File: config.mk
export PLATFORM = sky130hd
export DESIGN_NAME = hrs_back
export DESIGN_NICKNAME = d
export VERILOG_FILES = /design/src/rtl/hrs_pkg.sv /design/src/rtl/hrs_back.sv
export SDC_FILE = /design/constraint.sdc
export NUM_CORES = 1
export LEC_CHECK = 0
export BUFFER_PORTS_ARGS = -buffer_cell sky130_fd_sc_hd__buf_2
export CORE_UTILIZATION = 64
export DETAILED_ROUTE_END_ITERATION = 12
export GPL_TIMING_DRIVEN = 0
export PLACE_DENSITY_LB_ADDON = 0.25
export SLEW_MARGIN = 20
export SYNTH_ARGS = -nofsm -noshare
export SYNTH_HDL_FRONTEND = slang
export SYNTH_SLANG_ARGS = --single-unit
File: constraint.sdc
create_clock -name i_clk -period 10.3 [get_ports i_clk]
set_input_delay 2.06 -clock i_clk [delete_from_list [all_inputs] [get_ports i_clk]]
set_output_delay 2.06 -clock i_clk [all_outputs]
set_load 0.02 [all_outputs]
File: src/rtl/hrs_pkg.sv
// Shared constants, types and helper functions of the height relief shader.
`default_nettype none
package hrs_pkg;

    localparam int TILE_WIDTH   = 512;
    localparam int COL_W        = $clog2(TILE_WIDTH);

    localparam int HEIGHT_W     = 12;
    localparam int COLOR_W      = 24;
    localparam int DEPTH_W      = 8;
    localparam int BLOCK_W      = 16;
    localparam int FACTOR_W     = 9;
    localparam int PIXEL_W      = 32;
    localparam int DPROD_W      = 12;

    localparam int FLOOR_FACTOR = 120;
    localparam int DEPTH_STEP   = 9;
    localparam int FULL_FACTOR  = 256;
    localparam int LEVEL_FACTOR = 220;
    localparam int LOW_FACTOR   = 180;
    localparam logic [7:0] ALPHA_OPAQUE = 8'hFF;

    localparam int QUEUE_DEPTH  = 2;
    localparam int QPTR_W       = $clog2(QUEUE_DEPTH);
    localparam int QCNT_W       = $clog2(QUEUE_DEPTH + 1);

    typedef logic [FACTOR_W-1:0] t_factor;

    // North row entry: valid flag above the raw height bits.
    typedef struct packed {
        logic                       valid;
        logic [HEIGHT_W-1:0]        height;
    } t_north;

    // One classified column waiting for the shading stage.
    typedef struct packed {
        logic                       present;
        t_factor                    factor;
        logic [COLOR_W-1:0]         color;
        logic [HEIGHT_W-1:0]        height;
        logic [BLOCK_W-1:0]         block;
    } t_entry;

    // Scales one color channel by a factor in units of 1/256.
    function automatic logic [7:0] shade_channel(input logic [7:0] ch, input t_factor factor);
        logic [7+FACTOR_W:0] prod;
        prod = {{FACTOR_W{1'b0}}, ch} * {8'd0, factor};
        return prod[15:8];
    endfunction

endpackage
`default_nettype wire

File: src/rtl/hrs_back.sv
// Shading stage: per-channel scaling and the registered result beat.
`default_nettype none
module hrs_back
    import hrs_pkg::*;
(
    input  wire logic                 i_clk,
    input  wire logic                 i_rst_n,
    input  wire logic                 i_pop_valid,
    output logic                      o_pop_ready,
    input  wire t_entry               i_pop_data,
    output logic                      o_valid,
    input  wire logic                 i_ready,
    output logic [PIXEL_W-1:0]        o_pixel_argb,
    output logic                      o_height_valid,
    output logic [HEIGHT_W-1:0]       o_height_out,
    output logic [BLOCK_W-1:0]        o_block_out
);

    logic                 r_valid;
    logic [PIXEL_W-1:0]   r_pixel;
    logic                 r_hvalid;
    logic [HEIGHT_W-1:0]  r_height;
    logic [BLOCK_W-1:0]   r_block;
    logic                 take;
    logic [PIXEL_W-1:0]   shaded;

    assign o_pop_ready = !r_valid || i_ready;
    assign take        = i_pop_valid && o_pop_ready;

    assign shaded = {ALPHA_OPAQUE,
                     shade_channel(i_pop_data.color[23:16], i_pop_data.factor),
                     shade_channel(i_pop_data.color[15:8],  i_pop_data.factor),
                     shade_channel(i_pop_data.color[7:0],   i_pop_data.factor)};

    always_ff @(posedge i_clk) begin
        if (!i_rst_n) begin
            r_valid <= 1'b0;
        end else if (take) begin
            r_valid <= 1'b1;
        end else if (i_ready) begin
            r_valid <= 1'b0;
        end
    end

    always_ff @(posedge i_clk) begin
        if (take) begin
            r_hvalid <= i_pop_data.present;
            r_pixel  <= i_pop_data.present ? shaded : '0;
            r_height <= i_pop_data.present ? i_pop_data.height : '0;
            r_block  <= i_pop_data.present ? i_pop_data.block : '0;
        end
    end

    assign o_valid        = r_valid;
    assign o_pixel_argb   = r_pixel;
    assign o_height_valid = r_hvalid;
    assign o_height_out   = r_height;
    assign o_block_out    = r_block;

endmodule
`default_nettype wire

# Yosys cells after proc, flatten, opt, wreduce, memory -nomap -nowiden

Cells that the tools add are included.

Logic and storage cells: 16
Output and inout bits: 63
Bits in registers: 62

Multiplexer cells: 3
Reduce and logical (&&, ||, !) cells: 4
$mul: 3

Operators by type and width:

| operator                                     | number |
|---|---|
| 8-bit by 9-bit multiplier with 16-bit output | 3 |
| 32-bit two-way mux                           | 1 |
| 1-bit two-way mux                            | 2 |
| 2-bit nonzero test                           | 1 |
| 1-bit logical AND                            | 1 |
| 1-bit logical NOT                            | 1 |
| 1-bit logical OR                             | 1 |

# Logic depth before layout (Yosys ltp)

Word-level depth: 4
Gate-level depth with buffers: 18

# Least setup slack after synthesis

No wires, ideal clock.

Kind: input -> register
Start: in i_pop_data[57] (netlist name)
End: reg r_pixel[22] (netlist: o_pixel_argb[22]) (data pin)
Path buffers: 1
Library setup time: 0.261 ns
Path slack: 4.469 ns
Arrival: 5.569 ns
Stages: 15
Cells stage by stage: clkbuf_1 -> nand2_1 -> fa_1 -> fa_1 -> inv_1 -> fa_1 -> inv_1 -> fa_1 -> inv_1 -> ha_1 -> a21oi_1 -> o21ai_0 -> a31oi_1 -> a31oi_1 -> mux2i_1

Word-level cells in the longest chain between the ends: 1

Ends and longest elaborated chain:

| element                                      | line           | RTL |
|---|---|---|
| start, declared                              | hrs_back.sv:10 | `input wire t_entry i_pop_data,` |
| 8-bit by 9-bit multiplier with 16-bit output | hrs_pkg.sv:47  | `prod = {{FACTOR_W{1'b0}}, ch} * {8'd0, factor};` |
| end signal, assigned                         | hrs_back.sv:48 | `r_pixel <= i_pop_data.present ? shaded : '0;` |
| end, declared                                | hrs_back.sv:20 | `logic [PIXEL_W-1:0] r_pixel;` |

Every way passes these cells.
A chain may end at the register's enable or synchronous reset.

# Final worst setup path

Start: in i_pop_data[52] (netlist name)
End: reg r_pixel[22] (netlist: o_pixel_argb[22]) (data pin)

The elaborated chain is that of the path after synthesis.

==> metrics.txt <==
synthesized flop and latch total=54; worst skew pair latency=310 ps; CP arrival=6380 ps; Overflow after GRT=0; crit path max fanout=10; 1st-iter DRT viols=480; final wirelength=19100 microns; clock net sink count=54; fin crit share=61.3%; Post-synth EDFFs=53; TritonCTS clock tree=built; placed insts=1218; total power=0.00170 W; via-per-instance ratio=5.48; core footprint=13200 sq um; Syn-to-layout area delta=12.0%; first-pass GRT wire length=32400 microns; Slew @ Worst Pin=758 ps; vias in the first global route=6933; FFs w/ async S/R, synth=0%; # fillers=998; Non-Filler Instances=1226; ys flop type=edfxtp_1; ant diodes=0; final number of max-transition violations=0; RSZ-0062 raised after global routing=false; Final GP Congestion=0.882; PwrDens=175 nW/um^2; Hold Path Depth=2; initial antenna violation count=0; Gates resized, CTS repair=0; Setup CP Type=in -> reg; Total GRT Usage=29.7%; Setup TNS=0 ps; Int Pwr=0.000912 W; largest net degree at the start of global routing=54; Syn Nets=1196; fin crit period=6310 ps; final core utilization=73.5%; dpl ws=3710 ps; mapped cell area=8650 sq um; Fmax=158 MHz; R2R depth=2; count leader, synth=and2_1; Synth top cells by count=187 x and2_1, 169 x inv_1, 120 x fa_1; Clock power frac=12.3%; post-synthesis sequential area ratio=18.6%; clk slew on worst S/H paths=70 ps; row cnt=42; Leakage=4.86 nW; Hold Crit Class=reg -> reg; Synth top area share=27.8%; Critical Path RT=10360 ps; Clock Skew=6.32 ps; sw power=0.000787 W; Die ar.=14000 sq um; DRT antenna net count=0; max_cap viols=0; Post-CTS Setup Repair Bufs=0; status=finished clean; synth unique cells=45; Avg WL per Cell=15.6 microns; Die X=118 microns; critical path startpoint category=input pin; Total Nets Final=1331; H-tree Lvls=2; Ys Warns=0; Max rail drop VDD=0.138 mV; Area contributors post-synth=fa_1 28%, edfxtp_1 18%, ha_1 14%, and2_1 14%, inv_1 7.3%; Hold Violations, Final=0; share of cells above drive strength 1=15.5%; CTS Buf Count=5; IO Count=129; post-DP HPWL=15100 microns; final setup fails=0; Sw Share=46.3%; root buf cell=clkbuf_16; port bufs=128; First-pass DRT Iterations=8; final worst setup slack=3990 ps; post-synth top area cell=fa_1; Multi-input gate area=6240 sq um; Slew HR=49.5%; sequential power share=19.0%; syn avg cell area=9.47 sq um; CTS max path bufs=2; Post-Syn Instances=914; # hold bufs at CTS=0; Comb power frac=68.7%; Die H=118 microns; DRC violations left=0; Worst Setup End Kind=flop; Initial Utilization=65.6%; Vias=6720; sequential cell area=1610 sq um
logic make-up (layout without fill, tap and decap cells):
group / after synthesis / after routing / synth area share, %
AO/OA/AOI/OAI: 90 / 90 / 6.35
XOR/XNOR: 23 / 23 / 2.33
adder cells (fa/ha/maj): 216 / 216 / 41.6
buffers and inverters: 206 / 342 / 9.34
flip-flops: 54 / 54 / 18.6
multiplexers: 9 / 9 / 1.04
AND/OR/NAND/NOR: 316 / 316 / 20.7
power groups by stage:
stage | logic, W | clock network (W) | registers (W)
finish | 0.00117 | 0.000209 | 0.000323
global route | 0.00134 | 0.000220 | 0.000327
global placement | 0.00113 | 0 | 0.000328
floorplan | 0.000838 | 0 | 0.000392
CTS | 0.00117 | 0.000212 | 0.000324
detailed placement | 0.00116 | 0 | 0.000328
flip-flops by register name, indices dropped and copies added (netlist names):
name,flops
o_valid,1
o_block_out,16
o_height_out,12
o_pixel_argb,25
path summary, 6_finish.rpt:
kind | start | endpoint | slack [ps]
setup / recovery | i_pop_data[52] | o_pixel_argb[22]$_SDFFCE_PN0P_ | 3990
hold / removal | o_valid$_SDFFE_PN0P_ | o_valid$_SDFFE_PN0P_ | 540
setup reg to reg | o_valid$_SDFFE_PN0P_ | o_height_out[11]$_SDFFCE_PN0P_ | 8880
hold reg to reg | o_valid$_SDFFE_PN0P_ | o_valid$_SDFFE_PN0P_ | 540
placed cells by master (no fill, tap or decap), drive strengths merged, types with 3 or more instances in the layout:
cell	count
mux2i	9
a211oi	3
ha	96
nor3	6
o211ai	5
clkbuf	32
buf	138
nand2	64
edfxtp	53
a21o	5
and3	3
a21oi	35
nand2b	6
xor2	11
nor2	19
or2	3
a21boi	3
o21ai	21
fa	120
inv	170
o21a	4
a31oi	6
nand4	9
o21bai	3
xnor2	12
nand4b	3
nand3	5
and2	194
through the flow:
step	cell area, sq um	hold WS [ps]
floorplan	8650	750
global placement	9510	512
detailed placement	9520	536
CTS	9690	547
global route	9690	607
finish	9690	544
worst max-delay path, cell delays in order:
cell      delay [ps]
buf_2            170
buf_2            250
clkbuf_1         430
nand2_1          140
fa_1             470
fa_1             490
inv_1             50
fa_1             470
inv_1             50
fa_1             470
inv_1             40
ha_1             300
a21oi_1          180
o21ai_0          110
a31oi_1          370
a31oi_1          180
mux2i_1          140
routing by layer:
metal	part of all wire, %	wire, microns	vias to the layer above	global-route usage, %
met1	41	7760	3239	37.3
met5	0	0	-	0
met2	49	9430	292	51.9
li1	-	-	3135	-
met4	3.0	566	0	11.1
met3	7.0	1340	54	4.39
layout make-up:
class	count	share of cell area (%)
well taps	176	2.27
clock buffers	6	1.43
multi-input cells	654	64.3
flip-flops and latches	54	16.6
clock inverters	2	0.400
plain buffers	36	1.76
repair buffers	128	6.61
inverters	170	6.58
(Power assumes the default switching activity.)
