<file path="src/rtl/hrs_pkg.sv">
// Shared constants, types and helper functions of the height relief shader.
`default_nettype none
package hrs_pkg;

    localparam int TILE_WIDTH   = 512;
    localparam int COL_W        = $clog2(TILE_WIDTH);

    localparam int HEIGHT_W     = 12;
    localparam int COLOR_W      = 24;
    localparam int DEPTH_W      = 8;
    localparam int BLOCK_W      = 16;
    localparam int FACTOR_W     = 9;
    localparam int PIXEL_W      = 32;
    localparam int DPROD_W      = 12;

    localparam int FLOOR_FACTOR = 120;
    localparam int DEPTH_STEP   = 9;
    localparam int FULL_FACTOR  = 256;
    localparam int LEVEL_FACTOR = 220;
    localparam int LOW_FACTOR   = 180;
    localparam logic [7:0] ALPHA_OPAQUE = 8'hFF;

    localparam int QUEUE_DEPTH  = 2;
    localparam int QPTR_W       = $clog2(QUEUE_DEPTH);
    localparam int QCNT_W       = $clog2(QUEUE_DEPTH + 1);

    typedef logic [FACTOR_W-1:0] t_factor;

    // North row entry: valid flag above the raw height bits.
    typedef struct packed {
        logic                       valid;
        logic [HEIGHT_W-1:0]        height;
    } t_north;

    // One classified column waiting for the shading stage.
    typedef struct packed {
        logic                       present;
        t_factor                    factor;
        logic [COLOR_W-1:0]         color;
        logic [HEIGHT_W-1:0]        height;
        logic [BLOCK_W-1:0]         block;
    } t_entry;

    // Scales one color channel by a factor in units of 1/256.
    function automatic logic [7:0] shade_channel(input logic [7:0] ch, input t_factor factor);
        logic [7+FACTOR_W:0] prod;
        prod = {{FACTOR_W{1'b0}}, ch} * {8'd0, factor};
        return prod[15:8];
    endfunction

endpackage
`default_nettype wire

</file>
<file path="src/rtl/hrs_queue.sv">
// Short queue of classified columns between the front end and the shading stage.
`default_nettype none
module hrs_queue
    import hrs_pkg::*;
(
    input  wire logic   i_clk,
    input  wire logic   i_rst_n,
    input  wire logic   i_push_valid,
    output logic        o_push_ready,
    input  wire t_entry i_push_data,
    output logic        o_pop_valid,
    input  wire logic   i_pop_ready,
    output t_entry      o_pop_data
);

    t_entry              r_q [QUEUE_DEPTH];
    logic [QPTR_W-1:0]   r_wp;
    logic [QPTR_W-1:0]   r_rp;
    logic [QCNT_W-1:0]   r_cnt;
    logic                push;
    logic                pop;

    assign o_push_ready = r_cnt != QCNT_W'(QUEUE_DEPTH);
    assign o_pop_valid  = r_cnt != '0;
    assign push         = i_push_valid && o_push_ready;
    assign pop          = o_pop_valid && i_pop_ready;
    assign o_pop_data   = r_q[r_rp];

    always_ff @(posedge i_clk) begin
        if (!i_rst_n) begin
            r_wp  <= '0;
            r_rp  <= '0;
            r_cnt <= '0;
        end else begin
            if (push) begin
                r_wp <= (r_wp == QPTR_W'(QUEUE_DEPTH - 1)) ? '0 : r_wp + 1'b1;
            end
            if (pop) begin
                r_rp <= (r_rp == QPTR_W'(QUEUE_DEPTH - 1)) ? '0 : r_rp + 1'b1;
            end
            if (push && !pop) begin
                r_cnt <= r_cnt + 1'b1;
            end else if (pop && !push) begin
                r_cnt <= r_cnt - 1'b1;
            end
        end
    end

    always_ff @(posedge i_clk) begin
        if (push) begin
            r_q[r_wp] <= i_push_data;
        end
    end

endmodule
`default_nettype wire

</file>
<file path="config.mk">
export PLATFORM = sky130hd
export DESIGN_NAME = hrs_queue
export DESIGN_NICKNAME = d
export VERILOG_FILES = /design/src/rtl/hrs_pkg.sv /design/src/rtl/hrs_queue.sv
export SDC_FILE = /design/constraint.sdc
export NUM_CORES = 1
export LEC_CHECK = 0
export BUFFER_PORTS_ARGS = -buffer_cell sky130_fd_sc_hd__buf_4
export CORE_MARGIN = 3
export CORE_UTILIZATION = 52
export DETAILED_ROUTE_END_ITERATION = 10
export PLACE_DENSITY = 0.79
export REMOVE_ABC_BUFFERS = 1
export SETUP_SLACK_MARGIN = 0.4
export SLEW_MARGIN = 20
export SYNTH_ARGS = -nofsm -noshare
export SYNTH_HDL_FRONTEND = slang
export SYNTH_SLANG_ARGS = --single-unit
</file>
<file path="constraint.sdc">
create_clock -name i_clk -period 3 [get_ports i_clk]
set_input_delay 0.75 -clock i_clk [delete_from_list [all_inputs] [get_ports i_clk]]
set_output_delay 0.75 -clock i_clk [all_outputs]
set_load 0.03 [all_outputs]
</file>
[Word level (Yosys, flattened, before mapping)]
Memories as Yosys holds them, arrays and structs flattened. A register that Yosys moved wholly into a read port is not among the register bits.
Index checks and enable logic that the tools add are counted.
Storage, ports and cells
  flip-flop bits (word level): 4
  memory bits (writable): 124
  output and inout port bits: 64
  logic and storage cells: 25
  memories kept: 1
Memories
  r_q: depth 2, bits a word 62, read ports 1, clocked after memory_dff 1, write ports 1, RTL line hrs_queue.sv:16  | t_entry r_q [QUEUE_DEPTH];
Operators by class
  add/sub/neg operators: 4
  eq/ne operators: 1
  muxes and demuxes: 8
  reductions and logical operators: 8
Operators with widths (count)
  $mux W1: 6
  $logic_and A1 B1 Y1: 4
  $mux W2: 2
  $reduce_bool A2 Y1: 2
  $add A1 B1 Y1 const B: 2
  $add A2 B1 Y2 const B: 1
  $logic_not A1 Y1: 2
  $ne A2 B2 Y1 const B: 1
  $sub A2 B1 Y2 const B: 1

[Depth between registers and ports, before layout]
Gate-level depths: netlist (run 1).
  depth in word-level cells: 6
  gate-level depth with buffers: 6
  gate-level depth less buffers: 6

[Worst setup path before layout (run 1)]
OpenSTA, ideal clock, no wires.
  path type: input to register
  start: input i_push_valid
  end: memory r_q[1][0] in the netlist's numbering, enable pin
  arrival time: 2259 ps
  data required time: 2573 ps
  setup slack: 314 ps
  stages: 1
  buffers on the path: 0
  cells stage by stage: and3_1
On the way
  longest elaborated chain between the ends: 3
Ends and longest elaborated chain
  start: declaration: RTL line hrs_queue.sv:8  | input wire logic i_push_valid,
  $logic_and A1 B1 Y1: RTL line hrs_queue.sv:25  | assign push = i_push_valid && o_push_ready;
  $mux W1: RTL line hrs_queue.sv:50  | if (push) begin
  $mux W1 (not written as such): RTL line hrs_queue.sv:51  | r_q[r_wp] <= i_push_data;
  end: declaration: RTL line hrs_queue.sv:16
Every way passes these cells.

==> results of run 1 <==
-- cell usage in the layout (no fill, tap or decap), types with 2 or more instances in the layout --
cell type     n
clkbuf_16    16
xnor2_1       2
edfxtp_1    124
buf_4       134
bufinv_16     5
clkinv_2      4
clkinv_4      2
clkinvlp_4    2
mux2_2       62
dfxtp_1       4
buf_12        3
and2_1        4
-- flip-flops by register name, indices dropped and copies added (netlist names), named ones only --
| name | cells |
|---|---|
| r_wp | 1 |
| r_q | 124 |
| r_cnt | 2 |
| r_rp | 1 |
-- critical path, delay by kind of cell, from the launching register on --
kind                   cells  cell delay [ns]
DFF                        1             0.46
buffers and inverters      2             0.40
muxes                      1             0.37
-- cells in the mapped netlist --
cell type,count
edfxtp_1,124
mux2_2,62
buf_4,5
dfxtp_1,5
and2_1,4
buf_2,2
xnor2_1,2
a21bo_2,1
a21boi_0,1
a21boi_1,1
and3_1,1
ha_1,1
inv_1,1
nand2b_4,1
nand3b_1,1
o21ai_0,1
o21ai_1,1
or2_2,1
or3_1,1
xor2_1,1
-- stage by stage --
stage          setup slack [ns]  hold WS (ns)  area [µm²]
5_1_grt                   0.415         0.389        6500
3_3_place_gp              0.894         0.532        5870
6_report                  0.502         0.428        6500
2_1_floorplan             0.113         0.512        4660
4_1_cts                   0.456         0.399        6500
3_5_place_dp              0.869         0.552        5870
-- worst max-delay path by stage --
stage            startpoint                   end  slack, ns
3_5_place_dp   i_push_valid  r_q[1][21]$_DFFE_PP_       0.87
4_1_cts                flop        o_pop_data[43]       0.46
2_1_floorplan          flop         o_pop_data[0]       0.11
3_3_place_gp   i_push_valid  r_q[1][21]$_DFFE_PP_       0.89
6_report               flop        o_pop_data[18]       0.50
5_1_grt                flop        o_pop_data[18]       0.42
-- where the power goes --
part | total, W | switching (W) | leakage, nW | internal (W)
sequential | 0.00235 | 0.0000921 | 1.20 | 0.00226
clock | 0.00215 | 0.000722 | 0.305 | 0.00143
combinational | 0.00181 | 0.00104 | 0.959 | 0.000777
-- kinds of logic after synthesis --
| group | share of synthesized area [%] |
|---|---|
| DFF | 81.1 |
| muxes | 14.8 |
| and+or+nand+nor | 1.38 |
| buffers and inverters | 1.09 |
| AOI/OAI and AO/OA | 0.743 |
| xor gates and xnor gates | 0.558 |
| adders and majority gates | 0.265 |
-- final cells by class --
type,count,area (µm²),share of cell area [%]
Tap cell,108,135,2.08
Multi-Input combinational cell,80,838,12.9
Timing Repair Buffer,137,1070,16.4
Inverter,1,3.75,0.0577
Clock buffer,17,414,6.37
Sequential cell,129,3830,58.9
Clock inverter,15,215,3.31
-- routing by layer --
metal  vias up  share of wire (%)
met2        92                 52
met5         -                  0
li1       1158                  -
met4         0                1.6
met3        14                7.8
met1      1214                 38
==> results.txt, run 1 <==
- Result of the run: finished clean
- The initial antenna violation count was 0.
- Synthesis handed over a netlist of ~220 instances.
- Sequential-to-total area share from yosys stat: 81.1%
- Dividing total power by cell area gives a power density of 971 nW/µm².
* Count of placed standard cells in the final layout, fillers left out: 487
* Die ar.: 10,200 µm²
- Core outline area: 8760 µm²
- Static timing analysis puts the maximum clock frequency at approximately 0.40 GHz.
* Global routing met1 resource utilization: 20.9%
* Gpl congestion: 0.702
- Boundary Pins: 130
* Synth area leaders: edfxtp_1, mux2_2, dfxtp_1
* Number of global-route vias before repair: 2,669
- The die is 101 µm tall.
- Clock Tree Buf Depth: 2
* Clk_lat worst skew: 0.50 ns
- Clock buffer count from CTS: 17
* Sink count of the clock tree: 129
- Synthesis inferred 129 register bits.
- For the worst flop-to-flop path, the logic depth is 3.
- Worst endpoint data arrival time: 1.75 ns
- Area growth from synthesis to layout: 37.9%
* Chain of cells forming the critical path: buf_12, mux2_2, buf_4
- In this run the number of H-tree levels came out at 4.
- The largest individual stage delay along the critical path comes from the cell dfxtp_4.
- The floorplan has 34 rows.
- Critical Path End Type: output port
- A synthesized cell averages 21.7 µm².
* Wire length of the first global-routing pass: 13.4 mm
- Internal reg-to-reg setup slack: roughly 1.1 ns
- Worst hold stages: 1
* WL/cell: between 15 and 20 µm
* Max stage delay on crit path: between 0.4 and 0.5 ns
- The routed design could run at a clock period as short as 2.50 ns.
- The startpoint identified for the worst register-to-register timing path is r_cnt[0]$_SDFFE_PN0P_.
- DR iter-0 viols: 41
* Post-CTS Setup Inserts: 0
- Number of distinct standard cells referenced by the synthesized netlist: 20
- Total of max-cap violations: 0
- Cell count after placement: ~460
- Dividing the detail-routed via count by the number of cells gives between 5 and 6.
- Of the available clock period, the critical path in the final layout requires 83.3%.
- Post-detailed-route count of antenna-violating nets: 0
* Total negative slack: 0 ns
* Worst flop-to-flop path endpoint: r_q[1][8]$_DFFE_PP_
* Peak-usage layer in the global routing report: met2
- Nets: 433
- The first TritonRoute pass finished after 4 iterations.
* Die Width: 101 µm
- Global routing finished with a remaining overflow of 0.
- Clock Root Buffer: clkbuf_8
* CTS tree: done
- Post-CTS Resized: 1
* Pin count of the biggest net entering global routing: 32
* Met3 track utilization from global routing: between 8 and 9%
- Summing over every cut layer, the via total after detailed routing is 2,478.
* Post-synthesis cell area: 4710 µm²
- In this run the static leakage power is 2.46 nW.
- Share of the synthesized area in the top cell type: 79.0%
- Actual transition at the worst max-transition pin: 0.695 ns
- Slew Limit Fails: 0
* Kind of critical path: reg2out
- Fill cells in the final layout number 554.
- Setup repair after global routing missed its margin: false
* Biggest area consumer among synthesized cells: edfxtp_1
* Startpoint of the most critical hold path: i_push_data[20]
* Total power draw: 0.00631 W
* IR Drop Worst-Case VDD: 0.000610 V
* Biggest fanout along the worst timing path: 31
- Layout Skew: 0.00858 ns
- After clock tree synthesis, the clock-pin slew on the worst setup and hold paths is 0.06 ns.
* CP Launch Type: flop
- Final setup violation count: 0
- Final cell utilization of the core: 74.2%
- Effective utilization at floorplan: 53.8%
- Hold Violations, Final: 0
- The path class of the tightest hold or removal check is in2reg.
- In the global route stage, met2 resource usage came out at 29.2%.
- The path with the worst hold slack has its endpoint at r_q[0][20]$_DFFE_PP_.
- The post-route netlist has 62.3% of its cells at a drive strength greater than 1.
* GRT Resource Usage Total: 18.0%
- Synthesis warning total: 0
- DRC violation count after routing: 0
- Aggregate routed wire length: 8.69 mm
- For the worst setup path, the data required time is 2.25 ns.
* Post-CTS Hold Buffers: 0
- Summed over all nets, the half-perimeter wirelength after detailed placement is 5.70 mm.
* Worst slew margin relative to its limit: between 50% and 60%
- Number of buffers inserted by port buffering: around 130
- The repair_antennas step left the layout with diodes totalling 0.
Power figures use the tool's default switching activity.
==> run 2: changes to the inputs <==
- clock period: 3 -> 2.45 ns (I/O delays scaled with it)
==> results.txt, run 2 (synthesis results as in run 1) <==
- The wire length reported by the detailed router was 10.1 mm (+16%).
- Wire length of the first global-routing pass: 12.8 mm (-4.1%)
- IR Drop Worst-Case VDD: 0.000740 V (+21%)
* Share of the clock period used by the worst path: roughly nine tenths
* Worst slew margin relative to its limit: 64.2% (+11 points)
* Clock buffer count from CTS: 17 (unchanged)
- DRC violation count after routing: 0 (unchanged)
- Gpl congestion: 0.675 (-3.8%)
- Global-route congestion overflow total: 0 (unchanged)
* Layout Skew: 0.0129 ns (+0.00436 ns)
- Critical Path RT: 1.84 ns (-0.41 ns)
- Pin count of the biggest net entering global routing: 26 (-19%)
- The clock power share came to 27.9% (-6.2 points).
- Setup repair after global routing could not meet its margin everywhere.
- The arrival time reported for the critical path endpoint is 1.63 ns (-0.12 ns).
* Slowest-stage cell, CP: dfxtp_4
- From synthesis to final layout, the design area changed by 51.6%.
- The switching share of power was 30.5% (+1.1 points).
- Pleak: 2.80 nW (+14%)
* Sink count of the clock tree: 129 (unchanged)
* Total of max-cap violations: 0 (unchanged)
* Final HPWL DP: 5.31 mm (-6.9%)
- Hold Violations, Final: 0 (unchanged)
- Critical Path End Type: output port
- The flip-flop count of the largest register, all copies and words added was 124 (unchanged).
* Result of the run: finished clean
- DR iter-0 viols: 121 (+200%)
- The initial antenna violation count is 0 (unchanged).
- The width of the chip is 101 µm (unchanged).
* Cell count after placement: 453 (-0.44%)
- The H-tree depth came to 4 (unchanged).
- The number of standard cells in the final layout excluding fillers came to 493 (+1.2%).
- Subtracting the final worst setup slack from the clock period gives 2.25 ns.
- CTS placed an instance of clkbuf_8 at the clock tree root.
- Number of buffers inserted by port buffering: 129 (unchanged)
- Static timing analysis puts the maximum clock frequency at ~0.45 GHz.
- STA classifies the critical path startpoint as a flop.
- Part of the total power dissipated in combinational logic: 37.9% (+9.2 points)
* Kind of critical path: reg2out
* Actual transition at the worst max-transition pin: 0.537 ns (-0.158 ns)
* Layout cells sized above 1: 63.1% (+0.85 points)
- The worst hold path belongs to the class in2reg.
- Counting flops per register, the top entry is r_q.
- Via/cell ratio: 5.20 (+2.3%)
- The setup slack at placement is 0.609 ns (-0.259 ns).
- Worst-case setup margin in the final layout: 0.204 ns (-0.299 ns)
- The routed wirelength normalized by instance count was 20.5 µm (+15%).
- In the final layout, the registers with the most flip-flops are r_q: 124 flops, r_cnt: 2 flops.
- In the layout the commonest cells are edfxtp_1, buf_4, buf_6.
- The die height was 101 µm (unchanged).
- Area occupied by registers: 3830 µm² (unchanged)
- Internal reg-to-reg setup slack: 0.75 ns (-0.39 ns)
- The total routing resource utilization after global routing is 17.2% (-0.77 points).
- The total core area came to 8760 µm² (unchanged).
- Multi-input logic area: 1060 µm² (+26%)
- Clk_lat worst skew: 0.50 ns (about the same)
- Boundary Pins: 130 (unchanged)
- Slew Limit Fails: 0 (unchanged)
- The diode insertion count for antenna repair came to 0 (unchanged).
- Final setup violation count: 0 (unchanged)
* Number of global-route vias before repair: 2,608 (-2.3%)
* Power density over cell area: 1170 nW/µm² (+20%)
* Effective utilization at floorplan: 53.8% (unchanged)
- The standard-cell row count came to 34 (unchanged).
* CTS clock-pin slew for the worst setup and hold paths: 0.06 ns (about the same)
- The via total after detailed routing was 2,566 (+3.6%).
- Clock Tree Buf Depth: 2 (unchanged)
* Die ar.: 10,200 µm² (unchanged)
* Post-CTS Hold Buffers: 0 (unchanged)
* Most common library cell in the layout ignoring fill and taps: edfxtp_1
- Sequential share of power: 34.2% (-3.0 points)
- The internal power component is 0.00581 W (+30%).
* Nets: 441 (+1.8%)
* Net switching power: 0.00254 W (+37%)
* Biggest fanout along the worst timing path: 6 (-81%)
- TritonCTS built the clock tree.
- Post-detailed-route count of antenna-violating nets: 0 (unchanged)
- The signal on the critical path passes through buf_12, clkbuf_16, mux2_4, buf_6.
- The total of fill cells in the finished design is 432 (-22%).
* Max stage delay on crit path: 0.37 ns (-0.09 ns)
* Count of TritonRoute iterations in the first routing pass: 4 (unchanged)
[run 2: cell count changes in the layout (fill, tap and decap cells not counted), sizes merged]
cell      before  now
clkinv         7    4
buf          137  140
bufinv         5    2
clkinvlp       2    6
clkbuf        17   22
[run 2: power groups by stage]
stage	registers, W	clock network (W)	logic [W]
2_1_floorplan	0.00296	0	0.00135
3_3_place_gp	0.00287	0	0.00226
3_5_place_dp	0.00288	0	0.00227
4_1_cts	0.00286	0.00236	0.00237
5_1_grt	0.00289	0.00248	0.00330
6_report	0.00286	0.00233	0.00316
[run 2: critical path, delay by kind of cell, from the launching register on]
family / cells / cell delay [ns]
mux: 1 / 0.31
flops: 1 / 0.37
buf+inv: 3 / 0.45
[run 2: cell type report]
cell class	instances	share of cell area, %
timing repair buffer	145	21.9
tap	108	1.89
clock buffer	17	5.80
clock inverter	13	1.98
sequential	129	53.6
inverter	1	0.0525
multi-input combinational	80	14.8
[run 2: repair_timing]
item,4_1_cts,5_1_grt
pin swaps,0,0
cloned,2,6
resized for setup,4,128
setup buffers,0,2
setup endpoints to repair,62,62
[run 2: final timing paths]
kind                               from                     to  cells past startpoint
setup / recovery                   flop         o_pop_data[40]                      4
hold / removal           i_push_data[9]    r_q[0][9]$_DFFE_PP_                      1
setup reg to reg  r_cnt[0]$_SDFFE_PN0P_    r_q[1][1]$_DFFE_PP_                      3
hold reg to reg   r_cnt[1]$_SDFFE_PN0P_  r_cnt[1]$_SDFFE_PN0P_                      2
[run 2: routing by layer]
metal	track usage, %	share of wire (%)	vias to the layer above
li1	-	-	1173
met1	20.6	40	1275
met2	27.7	51	105
met3	7.58	7.6	13
met4	6.24	1.4	0
met5	0	0	-
[run 2: per-stage QoR]
stage	setup TNS [ns]	area (µm²)	util, %	total power [W]	hold WS (ns)
final	0	7140	81.5	0.00835	0.291
after detailed placement	0	5880	67.1	0.00515	0.546
after global routing	0	7140	81.5	0.00866	0.265
after floorplan	-25.80	4660	-	0.00431	0.512
after CTS	0	6490	74.1	0.00759	0.270
after global placement	0	5880	67.1	0.00512	0.531
==> run 3: changes to the inputs <==
- clock period: 2.45 -> 2.4 ns (I/O delays scaled with it)
==> results.txt, run 3 (synthesis results as in run 1) <==
- Total power draw: 0.00846 W (+1.4%)
- The remaining design rule violation count was 0 (unchanged).
* Max Clock Freq: 0.446 GHz
* Die Width: 101 µm (unchanged)
- The area of the die came to 10,200 µm² (unchanged).
- Most flop-heavy register: r_q
- Max FFs per register: 124 (unchanged)
- Aggregate routed wire length: 9.86 mm (-2.3%)
- After global routing, the most crowded layer is met2.
- The placer congestion estimate came to 0.680 (+0.77%).
- Pre-CTS setup slack: 0.562 ns (-0.0473 ns)
- The worst setup path is captured at an output port.
* Area growth from synthesis to layout: 50.6%
* Post-CTS Hold Buffers: 0 (unchanged)
- The number of buffers created by CTS is 17 (unchanged).
* Worst slew margin relative to its limit: 63.2% (-0.96 points)
- The tree is rooted in a clkbuf_8.
* Worst endpoint data arrival time: 1.64 ns (about the same)
- Share of the clock period used by the worst path: 93.5%
- Number of buffers inserted by port buffering: 129 (unchanged)
* Effective utilization at floorplan: 53.8% (unchanged)
* Clock Tree Buf Depth: 2 (unchanged)
- Met3 track utilization from global routing: 6.61% (-0.96 points)
* Clock period minus worst slack: 2.24 ns
* Layout cells sized above 1: 62.5% (-0.65 points)
* CP Launch Type: flop
- Count of TritonRoute iterations in the first routing pass: 4 (unchanged)
- The combinational group share of total power came to 37.4% (-0.5 points).
- The routed wirelength normalized by instance count was 19.8 µm (-3.1%).
- The internal power component is 0.00589 W (+1.5%).
* Nets: 443 (+0.45%)
* Most frequent cells in the layout: edfxtp_1, buf_4, buf_6
- Wire length of the first global-routing pass: 13.0 mm (+1.6%)
- Die outline height: 101 µm (unchanged)
- The number of standard cells in the final layout excluding fillers was 497 (+0.81%).
* Post-detailed-route count of antenna-violating nets: 0 (unchanged)
- Slew Limit Fails: 0 (unchanged)
- CTS HTree Levels: 4 (unchanged)
* Biggest fanout along the worst timing path: 6 (unchanged)
- Proportion of power drawn by the clock network: 28.1% (+0.2 points)
- The worst path required time is 1.80 ns (-0.04 ns).
* Worst-case setup margin in the final layout: 0.157 ns (-0.0466 ns)
- CTS clock-pin slew for the worst setup and hold paths: 0.06 ns (about the same)
- The top-level I/O count is 130 (unchanged).
- The flow ran to the end, and the final reports show no timing, DRC or antenna violations.
* Final HPWL DP: 5.29 mm (-0.41%)
- DR iter-0 viols: 149 (+23%)
- The maximum number of pins on one net before global-route repair was 45 (+73%).
- Sw frac: 30.4% (-0.069 points)
* Number of global-route vias before repair: 2,615 (+0.27%)
- Final setup violation count: 0 (unchanged)
- Total of max-cap violations: 0 (unchanged)
* Vias: 2,570 (+0.16%)
- Core outline area: 8760 µm² (unchanged)
- Leaving out fill and tap cells, the most frequent cell in the layout is edfxtp_1.
* Diodes inserted: 0 (unchanged)
- Net switching power: 0.00257 W (+1.1%)
- Top Registers: r_q: 124 flops, r_cnt: 2 flops
- The critical path in this run is classified as reg2out.
* CTS tree: done
* Global-route congestion overflow total: 0 (unchanged)
* Layout Skew: 0.0140 ns (+0.00110 ns)
- The met2 global-route usage is 28.1% (+0.40 points).
- The detail-routed via count per cell came to 5.17 (-0.65%).
* Clk_lat worst skew: 0.50 ns (about the same)
- Setup repair after global routing could not meet its margin everywhere.
- Pleak: 2.78 nW (-0.84%)
- Sink count of the clock tree: 129 (unchanged)
- The initial antenna violation count is 0 (unchanged).
- Sequential share of power: 34.5% (+0.3 points)
- The power density relative to cell area is 1190 nW/µm² (+2.0%).
* Cell count after placement: 453 (unchanged)
* Standard-cell row count: 34 (unchanged)
- The total routing resource utilization after global routing is 17.5% (+0.32 points).
- Actual transition at the worst max-transition pin: 0.552 ns (+0.0144 ns)
* Kind of path behind the tightest hold check: in2reg
* Global routing met1 resource utilization: 21.6% (+0.99 points)
* IR Drop Worst-Case VDD: 0.000778 V (+5.1%)
- Final cell utilization of the core: 81.0% (-0.53 points)
- Hold Violations, Final: 0 (unchanged)
run 3: final cells by class:
| cell class | instances | area (µm²) |
|---|---|---|
| clock buffers | 18 | 418 |
| clock inverters | 14 | 140 |
| fillers | 451 | 1670 |
| inverters | 1 | 3.75 |
| multi-input cells | 80 | 1010 |
| flip-flops and latches | 129 | 3830 |
| well taps | 108 | 135 |
| repair buffers | 147 | 1560 |
run 3: repair_timing:
action | 4_1_cts | 5_1_grt
hold endpoints to repair | 0 | 0
gates resized for setup | 4 | 118
buffers inserted | 0 | 4
endpoints found under the setup margin | 62 | 62
cloned | 2 | 6
run 3: final timing paths:
check                              from                    end  depth (start not counted)  slack [ns]
setup reg to reg  r_cnt[0]$_SDFFE_PN0P_   r_q[1][41]$_DFFE_PP_                          3        0.68
hold / removal          i_push_data[21]   r_q[1][21]$_DFFE_PP_                          1        0.28
setup / recovery                   flop         o_pop_data[18]                          4        0.16
hold reg to reg   r_cnt[1]$_SDFFE_PN0P_  r_cnt[1]$_SDFFE_PN0P_                          2        0.56
run 3: power by group through the flow:
stage | clock network (W) | registers, W | logic [W]
finish | 0.00238 | 0.00292 | 0.00316
CTS | 0.00242 | 0.00292 | 0.00241
floorplan | 0 | 0.00303 | 0.00138
detailed placement | 0 | 0.00294 | 0.00231
global route | 0.00253 | 0.00295 | 0.00330
global placement | 0 | 0.00293 | 0.00229
run 3: stage by stage:
step,hold WS [ns],TNS (ns),area (µm²)
2_1_floorplan,0.512,-31.23,4660
5_1_grt,0.250,0,7100
6_report,0.276,0,7100
3_5_place_dp,0.545,0,5870
4_1_cts,0.257,0,6480
3_3_place_gp,0.532,0,5870
run 3: per-layer routing:
| layer | vias to the layer above | routed length, µm |
|---|---|---|
| met5 | - | 0 |
| met4 | 0 | 99 |
| met3 | 8 | 674 |
| met2 | 99 | 5050 |
| met1 | 1287 | 4040 |
| li1 | 1176 | - |
run 3: worst max-delay path, stage by stage, from the launching register on:
cell and delay [ns]:
dfxtp_4 0.38, buf_6 0.12, clkbuf_16 0.16, mux2_2 0.35, buf_6 0.14
